==> config.mk <==
export PLATFORM = sky130hd
export DESIGN_NAME = flap_detent_slew_controller_core
export DESIGN_NICKNAME = d
export VERILOG_FILES = /design/src/rtl/fdsc_pkg.sv /design/src/rtl/fdsc_regs.sv /design/src/rtl/fdsc_ctrl.sv /design/src/rtl/fdsc_dp.sv /design/src/rtl/flap_detent_slew_controller_core.sv
export SDC_FILE = /design/constraint.sdc
export NUM_CORES = 2
export LEC_CHECK = 0
export BUFFER_PORTS_ARGS = -buffer_cell sky130_fd_sc_hd__buf_2
export CAP_MARGIN = 20
export CORE_MARGIN = 2
export CORE_UTILIZATION = 55
export DETAILED_ROUTE_END_ITERATION = 10
export GPL_TIMING_DRIVEN = 0
export HOLD_SLACK_MARGIN = 0.02
export PLACE_DENSITY = 0.75
export SYNTH_ARGS = -nofsm -noshare
export SYNTH_HDL_FRONTEND = slang
export SYNTH_SLANG_ARGS = --single-unit
==> constraint.sdc <==
create_clock -name clk -period 8.4 [get_ports clk]
set_input_delay 1.26 -clock clk [delete_from_list [all_inputs] [get_ports clk]]
set_output_delay 1.26 -clock clk [all_outputs]
set_load 0.02 [all_outputs]
==> src/rtl/fdsc_pkg.sv <==
package fdsc_pkg;

    localparam int NUM_DETENTS = 5;
    localparam int ANGLE_W     = 16;
    localparam int STEP_W      = 13;
    localparam int ADDR_W      = 5;
    localparam int DATA_W      = 32;
    localparam int WIDE_W      = ANGLE_W + 1;
    localparam int PROD_W      = 2 * WIDE_W;
    localparam int DIV_BITS    = PROD_W - 1;
    localparam int COUNT_W     = $clog2(DIV_BITS);
    localparam int SUM_W       = DIV_BITS + 2;

    typedef logic signed [ANGLE_W-1:0] angle_t;

    localparam logic [STEP_W-1:0] STEP_RESET     = STEP_W'(256);
    localparam angle_t            CTL_LOW_RESET  = 16'sd0;
    localparam angle_t            CTL_HIGH_RESET = 16'sd32767;
    localparam angle_t            DETENT_RESET   = 16'sd0;
    localparam angle_t            ANGLE_MAX      = 16'sd32767;
    localparam angle_t            ANGLE_MIN      = -16'sd32768;

    typedef enum logic [1:0] {
        CMD_TICK = 2'd0,
        CMD_UP   = 2'd1,
        CMD_DOWN = 2'd2,
        CMD_SET  = 2'd3
    } cmd_t;

    typedef enum logic [2:0] {
        REG_STEP     = 3'd0,
        REG_CTL_LOW  = 3'd1,
        REG_CTL_HIGH = 3'd2,
        REG_DET0     = 3'd3,
        REG_DET1     = 3'd4,
        REG_DET2     = 3'd5,
        REG_DET3     = 3'd6,
        REG_DET4     = 3'd7
    } reg_idx_t;

    typedef enum logic [2:0] {
        ST_IDLE,
        ST_MUL,
        ST_ABS,
        ST_DIV,
        ST_DONE
    } state_t;

    typedef struct packed {
        cmd_t   cmd;
        angle_t angle;
    } in_word_t;

    typedef struct packed {
        angle_t target_angle;
        angle_t current_angle;
        angle_t control_value;
        logic   moving;
    } out_word_t;

    typedef struct packed {
        logic [STEP_W-1:0]             step;
        angle_t                        ctl_low;
        angle_t                        ctl_high;
        angle_t [NUM_DETENTS-1:0]      detent;
    } cfg_t;

    typedef struct packed {
        logic accept;
        logic mul;
        logic load;
        logic div;
        logic load_out;
    } dp_cmd_t;

endpackage

==> src/rtl/fdsc_regs.sv <==
module fdsc_regs (
    input  logic                         clk,
    input  logic                         rst_n,
    input  logic                         psel,
    input  logic                         penable,
    input  logic                         pwrite,
    input  logic [fdsc_pkg::ADDR_W-1:0]  paddr,
    input  logic [fdsc_pkg::DATA_W-1:0]  pwdata,
    output logic [fdsc_pkg::DATA_W-1:0]  prdata,
    output logic                         pready,
    output fdsc_pkg::cfg_t               cfg
);

    fdsc_pkg::cfg_t     cfg_reg;
    fdsc_pkg::cfg_t     cfg_next;
    fdsc_pkg::reg_idx_t idx;
    logic               wr_en;

    assign idx    = fdsc_pkg::reg_idx_t'(paddr[fdsc_pkg::ADDR_W-1:2]);
    assign wr_en  = psel && penable && pwrite;
    assign pready = 1'b1;
    assign cfg    = cfg_reg;

    always_comb
    begin
        cfg_next = cfg_reg;
        if (wr_en)
        begin
            case (idx)
                fdsc_pkg::REG_STEP:     cfg_next.step      = pwdata[fdsc_pkg::STEP_W-1:0];
                fdsc_pkg::REG_CTL_LOW:  cfg_next.ctl_low   = pwdata[fdsc_pkg::ANGLE_W-1:0];
                fdsc_pkg::REG_CTL_HIGH: cfg_next.ctl_high  = pwdata[fdsc_pkg::ANGLE_W-1:0];
                fdsc_pkg::REG_DET0:     cfg_next.detent[0] = pwdata[fdsc_pkg::ANGLE_W-1:0];
                fdsc_pkg::REG_DET1:     cfg_next.detent[1] = pwdata[fdsc_pkg::ANGLE_W-1:0];
                fdsc_pkg::REG_DET2:     cfg_next.detent[2] = pwdata[fdsc_pkg::ANGLE_W-1:0];
                fdsc_pkg::REG_DET3:     cfg_next.detent[3] = pwdata[fdsc_pkg::ANGLE_W-1:0];
                fdsc_pkg::REG_DET4:     cfg_next.detent[4] = pwdata[fdsc_pkg::ANGLE_W-1:0];
                default:                cfg_next = cfg_reg;
            endcase
        end
    end

    always_comb
    begin
        prdata = '0;
        case (idx)
            fdsc_pkg::REG_STEP:
                prdata = {{(fdsc_pkg::DATA_W-fdsc_pkg::STEP_W){1'b0}}, cfg_reg.step};
            fdsc_pkg::REG_CTL_LOW:
                prdata = fdsc_pkg::DATA_W'(cfg_reg.ctl_low);
            fdsc_pkg::REG_CTL_HIGH:
                prdata = fdsc_pkg::DATA_W'(cfg_reg.ctl_high);
            fdsc_pkg::REG_DET0:
                prdata = fdsc_pkg::DATA_W'(fdsc_pkg::angle_t'(cfg_reg.detent[0]));
            fdsc_pkg::REG_DET1:
                prdata = fdsc_pkg::DATA_W'(fdsc_pkg::angle_t'(cfg_reg.detent[1]));
            fdsc_pkg::REG_DET2:
                prdata = fdsc_pkg::DATA_W'(fdsc_pkg::angle_t'(cfg_reg.detent[2]));
            fdsc_pkg::REG_DET3:
                prdata = fdsc_pkg::DATA_W'(fdsc_pkg::angle_t'(cfg_reg.detent[3]));
            fdsc_pkg::REG_DET4:
                prdata = fdsc_pkg::DATA_W'(fdsc_pkg::angle_t'(cfg_reg.detent[4]));
            default:
                prdata = '0;
        endcase
    end

    always_ff @(posedge clk or negedge rst_n)
    begin
        if (!rst_n)
        begin
            cfg_reg.step     <= fdsc_pkg::STEP_RESET;
            cfg_reg.ctl_low  <= fdsc_pkg::CTL_LOW_RESET;
            cfg_reg.ctl_high <= fdsc_pkg::CTL_HIGH_RESET;
            cfg_reg.detent   <= {fdsc_pkg::NUM_DETENTS{fdsc_pkg::DETENT_RESET}};
        end
        else
        begin
            cfg_reg <= cfg_next;
        end
    end

endmodule

==> src/rtl/fdsc_ctrl.sv <==
module fdsc_ctrl (
    input  logic              clk,
    input  logic              rst_n,
    input  logic              req_valid,
    output logic              req_ready,
    output logic              rsp_valid,
    input  logic              rsp_ready,
    output fdsc_pkg::dp_cmd_t dp_cmd
);

    fdsc_pkg::state_t             state_reg;
    fdsc_pkg::state_t             state_next;
    logic [fdsc_pkg::COUNT_W-1:0] count_reg;
    logic [fdsc_pkg::COUNT_W-1:0] count_next;
    logic                         rsp_valid_reg;
    logic                         rsp_valid_next;

    assign rsp_valid = rsp_valid_reg;

    always_comb
    begin
        state_next     = state_reg;
        count_next     = count_reg;
        rsp_valid_next = rsp_valid_reg && !rsp_ready;
        req_ready      = 1'b0;
        dp_cmd         = '0;
        case (state_reg)
            fdsc_pkg::ST_IDLE:
            begin
                req_ready = 1'b1;
                if (req_valid)
                begin
                    dp_cmd.accept = 1'b1;
                    state_next    = fdsc_pkg::ST_MUL;
                end
            end
            fdsc_pkg::ST_MUL:
            begin
                dp_cmd.mul = 1'b1;
                state_next = fdsc_pkg::ST_ABS;
            end
            fdsc_pkg::ST_ABS:
            begin
                dp_cmd.load = 1'b1;
                count_next  = '0;
                state_next  = fdsc_pkg::ST_DIV;
            end
            fdsc_pkg::ST_DIV:
            begin
                dp_cmd.div = 1'b1;
                count_next = count_reg + 1'b1;
                if (count_reg == fdsc_pkg::COUNT_W'(fdsc_pkg::DIV_BITS - 1))
                begin
                    state_next = fdsc_pkg::ST_DONE;
                end
            end
            fdsc_pkg::ST_DONE:
            begin
                if (!rsp_valid_reg || rsp_ready)
                begin
                    dp_cmd.load_out = 1'b1;
                    rsp_valid_next  = 1'b1;
                    state_next      = fdsc_pkg::ST_IDLE;
                end
            end
            default:
            begin
                state_next = fdsc_pkg::ST_IDLE;
            end
        endcase
    end

    always_ff @(posedge clk or negedge rst_n)
    begin
        if (!rst_n)
        begin
            state_reg     <= fdsc_pkg::ST_IDLE;
            count_reg     <= '0;
            rsp_valid_reg <= 1'b0;
        end
        else
        begin
            state_reg     <= state_next;
            count_reg     <= count_next;
            rsp_valid_reg <= rsp_valid_next;
        end
    end

endmodule

==> src/rtl/fdsc_dp.sv <==
module fdsc_dp (
    input  logic                clk,
    input  logic                rst_n,
    input  fdsc_pkg::cfg_t      cfg,
    input  fdsc_pkg::in_word_t  req_data,
    input  fdsc_pkg::dp_cmd_t   dp_cmd,
    output fdsc_pkg::out_word_t rsp_data
);

    localparam int AW = fdsc_pkg::ANGLE_W;
    localparam int WW = fdsc_pkg::WIDE_W;
    localparam int PW = fdsc_pkg::PROD_W;
    localparam int DB = fdsc_pkg::DIV_BITS;
    localparam int SW = fdsc_pkg::SUM_W;

    fdsc_pkg::angle_t req_reg, req_next;
    fdsc_pkg::angle_t target_reg, target_next;
    fdsc_pkg::angle_t pos_reg, pos_next;
    logic             slewing_reg, slewing_next;

    logic signed [PW-1:0] prod_reg;
    logic signed [WW-1:0] range_reg;
    logic                 neg_reg;
    logic                 zero_reg;
    logic [AW-1:0]        dvs_reg;
    logic [DB-1:0]        quo_reg;
    logic [AW-1:0]        rem_reg;
    fdsc_pkg::out_word_t  out_reg;

    fdsc_pkg::angle_t det [fdsc_pkg::NUM_DETENTS];
    fdsc_pkg::angle_t d_lo;
    fdsc_pkg::angle_t d_hi;
    fdsc_pkg::angle_t up_val;
    fdsc_pkg::angle_t dn_val;
    fdsc_pkg::angle_t new_req;
    logic [AW-1:0]        step_ext;
    logic signed [WW-1:0] diff;
    logic [WW-1:0]        mag;

    logic signed [WW-1:0] pos_off;
    logic signed [WW-1:0] span;
    logic signed [WW-1:0] range_w;
    logic signed [PW-1:0] prod_w;
    logic [WW-1:0]        rng_mag;
    logic [PW-1:0]        prod_mag;
    logic [AW:0]          trial;
    logic                 q_bit;
    logic [AW-1:0]        rem_w;
    logic signed [SW-1:0] q_signed;
    logic signed [SW-1:0] sum;
    fdsc_pkg::angle_t     ctl_val;

    assign rsp_data = out_reg;

    always_comb
    begin
        for (int i = 0; i < fdsc_pkg::NUM_DETENTS; i++)
        begin
            det[i] = cfg.detent[i];
        end
        d_lo     = det[0];
        d_hi     = det[fdsc_pkg::NUM_DETENTS-1];
        step_ext = {{(AW-fdsc_pkg::STEP_W){1'b0}}, cfg.step};

        // first detent at or above the request, then one back
        up_val = d_hi;
        for (int i = fdsc_pkg::NUM_DETENTS - 1; i > 0; i--)
        begin
            if (det[i] >= req_reg)
            begin
                up_val = det[i-1];
            end
        end
        if (det[0] >= req_reg)
        begin
            up_val = det[0];
        end

        dn_val = req_reg;
        for (int i = fdsc_pkg::NUM_DETENTS - 1; i >= 0; i--)
        begin
            if (det[i] > req_reg)
            begin
                dn_val = det[i];
            end
        end

        case (req_data.cmd)
            fdsc_pkg::CMD_UP:   new_req = up_val;
            fdsc_pkg::CMD_DOWN: new_req = dn_val;
            fdsc_pkg::CMD_SET:  new_req = req_data.angle;
            default:            new_req = req_reg;
        endcase

        diff = {target_reg[AW-1], target_reg} - {pos_reg[AW-1], pos_reg};
        mag  = diff[WW-1] ? WW'(-diff) : WW'(diff);

        req_next     = req_reg;
        target_next  = target_reg;
        pos_next     = pos_reg;
        slewing_next = slewing_reg;
        if (dp_cmd.accept)
        begin
            if (req_data.cmd == fdsc_pkg::CMD_TICK)
            begin
                if (slewing_reg)
                begin
                    if (mag > {{(WW-fdsc_pkg::STEP_W){1'b0}}, cfg.step})
                    begin
                        if (diff > 0)
                        begin
                            pos_next = pos_reg + step_ext;
                        end
                        else
                        begin
                            pos_next = pos_reg - step_ext;
                        end
                    end
                    else
                    begin
                        pos_next     = target_reg;
                        slewing_next = 1'b0;
                    end
                end
            end
            else
            begin
                req_next = new_req;
                if (new_req < d_lo)
                begin
                    target_next = d_lo;
                end
                else if (new_req > d_hi)
                begin
                    target_next = d_hi;
                end
                else
                begin
                    target_next = new_req;
                end
                slewing_next = 1'b1;
            end
        end
    end

    always_comb
    begin
        pos_off  = {pos_reg[AW-1], pos_reg} - {d_lo[AW-1], d_lo};
        span     = {cfg.ctl_high[AW-1], cfg.ctl_high} - {cfg.ctl_low[AW-1], cfg.ctl_low};
        range_w  = {d_hi[AW-1], d_hi} - {d_lo[AW-1], d_lo};
        prod_w   = pos_off * span;
        rng_mag  = range_reg[WW-1] ? WW'(-range_reg) : WW'(range_reg);
        prod_mag = prod_reg[PW-1] ? PW'(-prod_reg) : PW'(prod_reg);

        // one quotient bit a cycle, restoring
        trial = {rem_reg, quo_reg[DB-1]};
        q_bit = (trial >= {1'b0, dvs_reg});
        rem_w = q_bit ? AW'(trial - {1'b0, dvs_reg}) : trial[AW-1:0];

        q_signed = neg_reg ? -$signed({2'b00, quo_reg}) : $signed({2'b00, quo_reg});
        sum      = q_signed + SW'(cfg.ctl_low);
        if (zero_reg)
        begin
            ctl_val = cfg.ctl_low;
        end
        else if (sum > SW'(fdsc_pkg::ANGLE_MAX))
        begin
            ctl_val = fdsc_pkg::ANGLE_MAX;
        end
        else if (sum < SW'(fdsc_pkg::ANGLE_MIN))
        begin
            ctl_val = fdsc_pkg::ANGLE_MIN;
        end
        else
        begin
            ctl_val = sum[AW-1:0];
        end
    end

    always_ff @(posedge clk or negedge rst_n)
    begin
        if (!rst_n)
        begin
            req_reg     <= '0;
            target_reg  <= '0;
            pos_reg     <= '0;
            slewing_reg <= 1'b0;
        end
        else
        begin
            req_reg     <= req_next;
            target_reg  <= target_next;
            pos_reg     <= pos_next;
            slewing_reg <= slewing_next;
        end
    end

    always_ff @(posedge clk)
    begin
        if (dp_cmd.mul)
        begin
            prod_reg  <= prod_w;
            range_reg <= range_w;
        end
        if (dp_cmd.load)
        begin
            neg_reg  <= prod_reg[PW-1] ^ range_reg[WW-1];
            zero_reg <= (range_reg == '0);
            dvs_reg  <= rng_mag[AW-1:0];
            quo_reg  <= prod_mag[DB-1:0];
            rem_reg  <= '0;
        end
        else if (dp_cmd.div)
        begin
            quo_reg <= {quo_reg[DB-2:0], q_bit};
            rem_reg <= rem_w;
        end
        if (dp_cmd.load_out)
        begin
            out_reg.target_angle  <= target_reg;
            out_reg.current_angle <= pos_reg;
            out_reg.control_value <= ctl_val;
            out_reg.moving        <= slewing_reg;
        end
    end

endmodule

==> src/rtl/flap_detent_slew_controller_core.sv <==
// Flap detent slew controller. Each word taken on req (tick, step up, step down or set)
// either steps the slewed position (tick) or updates request and target, and yields one
// rsp word with target, current angle, moving flag and control value, which maps the
// current angle from the detent range onto ctl_low..ctl_high. The control value comes
// from a 17 by 17 bit multiply and a restoring divider that resolves one of 33 quotient
// bits per cycle; a word passes the multiply, load, divide and done states before its
// result is registered, and req_ready is high again from the cycle in which that result
// first shows on rsp; a result waiting on rsp does not hold up the next word until its
// own result is due. Angles are signed Q8.8 degrees; APB registers sit at byte address 4
// per index, written by the user only while the block is idle; the block never checks.
module flap_detent_slew_controller_core (
    input  logic                         clk,
    input  logic                         rst_n,
    input  logic                         req_valid,
    output logic                         req_ready,
    input  fdsc_pkg::in_word_t           req_data,
    output logic                         rsp_valid,
    input  logic                         rsp_ready,
    output fdsc_pkg::out_word_t          rsp_data,
    input  logic                         psel,
    input  logic                         penable,
    input  logic                         pwrite,
    input  logic [fdsc_pkg::ADDR_W-1:0]  paddr,
    input  logic [fdsc_pkg::DATA_W-1:0]  pwdata,
    output logic [fdsc_pkg::DATA_W-1:0]  prdata,
    output logic                         pready
);

    fdsc_pkg::cfg_t    cfg;
    fdsc_pkg::dp_cmd_t dp_cmd;

    fdsc_regs u_regs (
        .clk     (clk),
        .rst_n   (rst_n),
        .psel    (psel),
        .penable (penable),
        .pwrite  (pwrite),
        .paddr   (paddr),
        .pwdata  (pwdata),
        .prdata  (prdata),
        .pready  (pready),
        .cfg     (cfg)
    );

    fdsc_ctrl u_ctrl (
        .clk       (clk),
        .rst_n     (rst_n),
        .req_valid (req_valid),
        .req_ready (req_ready),
        .rsp_valid (rsp_valid),
        .rsp_ready (rsp_ready),
        .dp_cmd    (dp_cmd)
    );

    fdsc_dp u_dp (
        .clk      (clk),
        .rst_n    (rst_n),
        .cfg      (cfg),
        .req_data (req_data),
        .dp_cmd   (dp_cmd),
        .rsp_data (rsp_data)
    );

endmodule

==> metrics <==
sequential area share after synthesis=0.2455; area leader, netlist=fa_1; GRT Total Usage=0.3835; outcome=finished, violations left; Max stage delay on crit path=0.56 ns; Worst slew margin=0.1442; nets=5,357; worst path arrival time=8.92 ns; initial DRC count=4,385; Cell variety after synth=87; final setup violation count=3; Site Rows=97; Post-Syn Nets=5,074; worst min path class=flip-flop to flip-flop; worst slew pin tran=1.275 ns; grt total ovfl=0; post-synth top area share=0.1571; gpl congestion=1.042; HPWL Detailed=105.5 mm; Post-CTS Hold Buffers=0; Die H=269.0 um; number of global-route vias before repair=33.82k; Final Critical Period=8.611 ns; CORE AREA=0.06979 mm^2; wirelength, routed=140.1 mm; synth warn=0; initial antenna violation count=10; TritonCTS clock tree=built; synth top area cells=fa_1, edfxtp_1, ha_1; deepest clock path buffer count=3; critical path class=flip-flop to flip-flop; post-synthesis cell count=4,364; violated checks=negative setup slack; Top-Level Pins=146; clk slew on worst S/H paths=0.06 ns; Critical Path Source Type=flip-flop; CTS Sinks=351; via count=35.84k; P&R area growth vs syn=13.72%; Detail Route Antenna Nets=0; Synth async-reset ratio=0.5242; WP data required=8.71 ns; vias per std cell=6.370; Final Skew=0.03981 ns; worst hold margin=0.4789 ns; root buffer cell=clkbuf_16; Worst Path Buf+Inv=7; max-cap viol count=0; area of the multi-input gates=0.02728 mm^2; TritonCTS Buffers=43; max reg flops=125; RSZ-0062 raised after global routing=yes; routed len/inst=24.91 um; htree depth=2; most used cell, CP=fa_1; Post-synth top flop=dfrtp_1; synthesized area per cell=8.848 um^2; CP max stage cell=fa_1; part of the cycle the worst path needs=1.025; Synth Register Bits=351; Post-synth EDFFs=151; Syn Std Cell Area=0.03861 mm^2; Final WS setup=-0.2107 ns; later-pin clock latency in the skew report=0.59 ns; Buffers on Ports=126; Storage cell area=0.009502 mm^2; Die Area=0.07234 mm^2; final hold vios=0; Slew Viols, Final=0; largest net degree at the start of global routing=96; first-pass GRT wire length=206.5 mm; nature of the critical path endpoint=flip-flop; CP delay by family, top=adder cells; fillcell total=5,820; Starting Density=0.5533; layout cells sized above 1=0.1378; total iterations of the first detailed-routing run=8; die width=269.0 um; Achievable Freq=116.1 MHz; critical path fanouts, max=4; DRC viols=0
[cells by family (layout without fill, tap and decap cells)]
family	count (synthesis)	in the layout	share of synthesized area
AND/OR/NAND/NOR	1277	1277	0.1531
AO/OA/AOI/OAI	1029	1029	0.1739
buffers and inverters	706	1022	0.07113
adder cells (fa/ha/maj)	648	648	0.2689
flip-flops	351	351	0.2455
XOR/XNOR	242	242	0.05509
multiplexers	110	110	0.03224
other	1	7	0.00009712
[Yosys cell counts, drive strengths merged (21+ instances only)]
cell and count:
dfrtp 168, nor3 76, nor2b 48, or3 40, ha 345, buf 34, nand3 81, a21o 60
nor2 292, o211ai 21, mux2 55, o31ai 49, a221oi 28, nand2 500, and2 32, nand2b 49
o21a 30, a21oi 208, inv 531, a31oi 44, a211oi 40, xnor2 166, fa 303, o21ai 317
xor2 76, mux2i 49, and3 26, nand4 48, edfxtp 151, or2 29, clkbuf 140
[per-stage QoR]
stage | util | cells | instance area, um^2 | setup TNS, ns | worst slack, ns
after global routing | 0.6290 | 5620 | 43890 | -1.814 | -0.4544
final | 0.6292 | 5626 | 43910 | -0.2560 | -0.2107
after floorplan | - | 4364 | 38650 | 0 | 0.003506
after global placement | 0.5797 | 5430 | 40460 | -18.65 | -1.801
after detailed placement | 0.5819 | 5439 | 40610 | -20.80 | -1.863
after CTS | 0.6213 | 5600 | 43360 | 0 | 0.002945
[metal layers]
layer,routed length (um),vias to the layer above,GRT usage
met1,55340,17460,0.5158
met4,8178,12,0.1838
met5,199,-,0
met2,59990,2103,0.5705
li1,-,15740,-
met3,16410,525,0.1089
[tightest hold or removal path, stage by stage (launching register included)]
cell and delay [ns]:
dfxtp_1 0.33, nand2_1 0.05, o21ai_0 0.06
[placed cells by master, fill, tap and decap left out, types with 41 or more instances in the layout]
master     count
clkbuf_16     43
a21oi_1      193
a21o_1        60
nor2b_1       45
mux2i_1       49
mux2_2        53
clkbuf_1     126
nor3_1        74
nor2_1       284
edfxtp_1     151
xor2_1        67
xnor2_1      150
dfrtp_1      152
buf_2        131
buf_4        120
nand2b_1      47
nand3_1       79
o31ai_1       47
a31oi_1       41
nand2_1      492
inv_1        507
nand4_1       47
fa_1         292
ha_1         329
o21ai_0      297
[final timing paths]
check                                          to  cells past startpoint        startpoint  slack, ns
min in group asynchronous          u_regs.cfg[21]                      1             rst_n       0.74
worst max-delay path            u_dp.prod_reg[32]                     36     u_regs.cfg[2]      -0.21
worst min-delay path             u_dp.rem_reg[15]                      2  u_dp.rem_reg[15]       0.48
max in group asynchronous          u_regs.cfg[81]                      2             rst_n       6.69
worst min register to register   u_dp.rem_reg[15]                      2  u_dp.rem_reg[15]       0.48
worst max register to register  u_dp.prod_reg[32]                     36     u_regs.cfg[2]      -0.21
[repair_timing]
item | CTS | global route
pin swaps | 83 | 83
cloned | 0 | 0
gates resized for setup | 168 | 88
setup buffers | 83 | 27
setup endpoints to repair | 20 | 10
[area by class of cell]
| class | instances | area share |
|---|---|---|
| Antenna cell | 6 | 0.0003420 |
| Multi-Input combinational cell | 3307 | 0.6213 |
| Buffer | 171 | 0.01981 |
| Sequential cell | 351 | 0.2164 |
| Clock buffer | 55 | 0.02630 |
| Timing Repair Buffer | 241 | 0.03648 |
| Inverter | 532 | 0.04651 |
| Tap cell | 940 | 0.02679 |
| Clock inverter | 23 | 0.006070 |
Power is not shown: default switching activity piles up to over one toggle a cycle in this logic, so the estimate is an artifact.
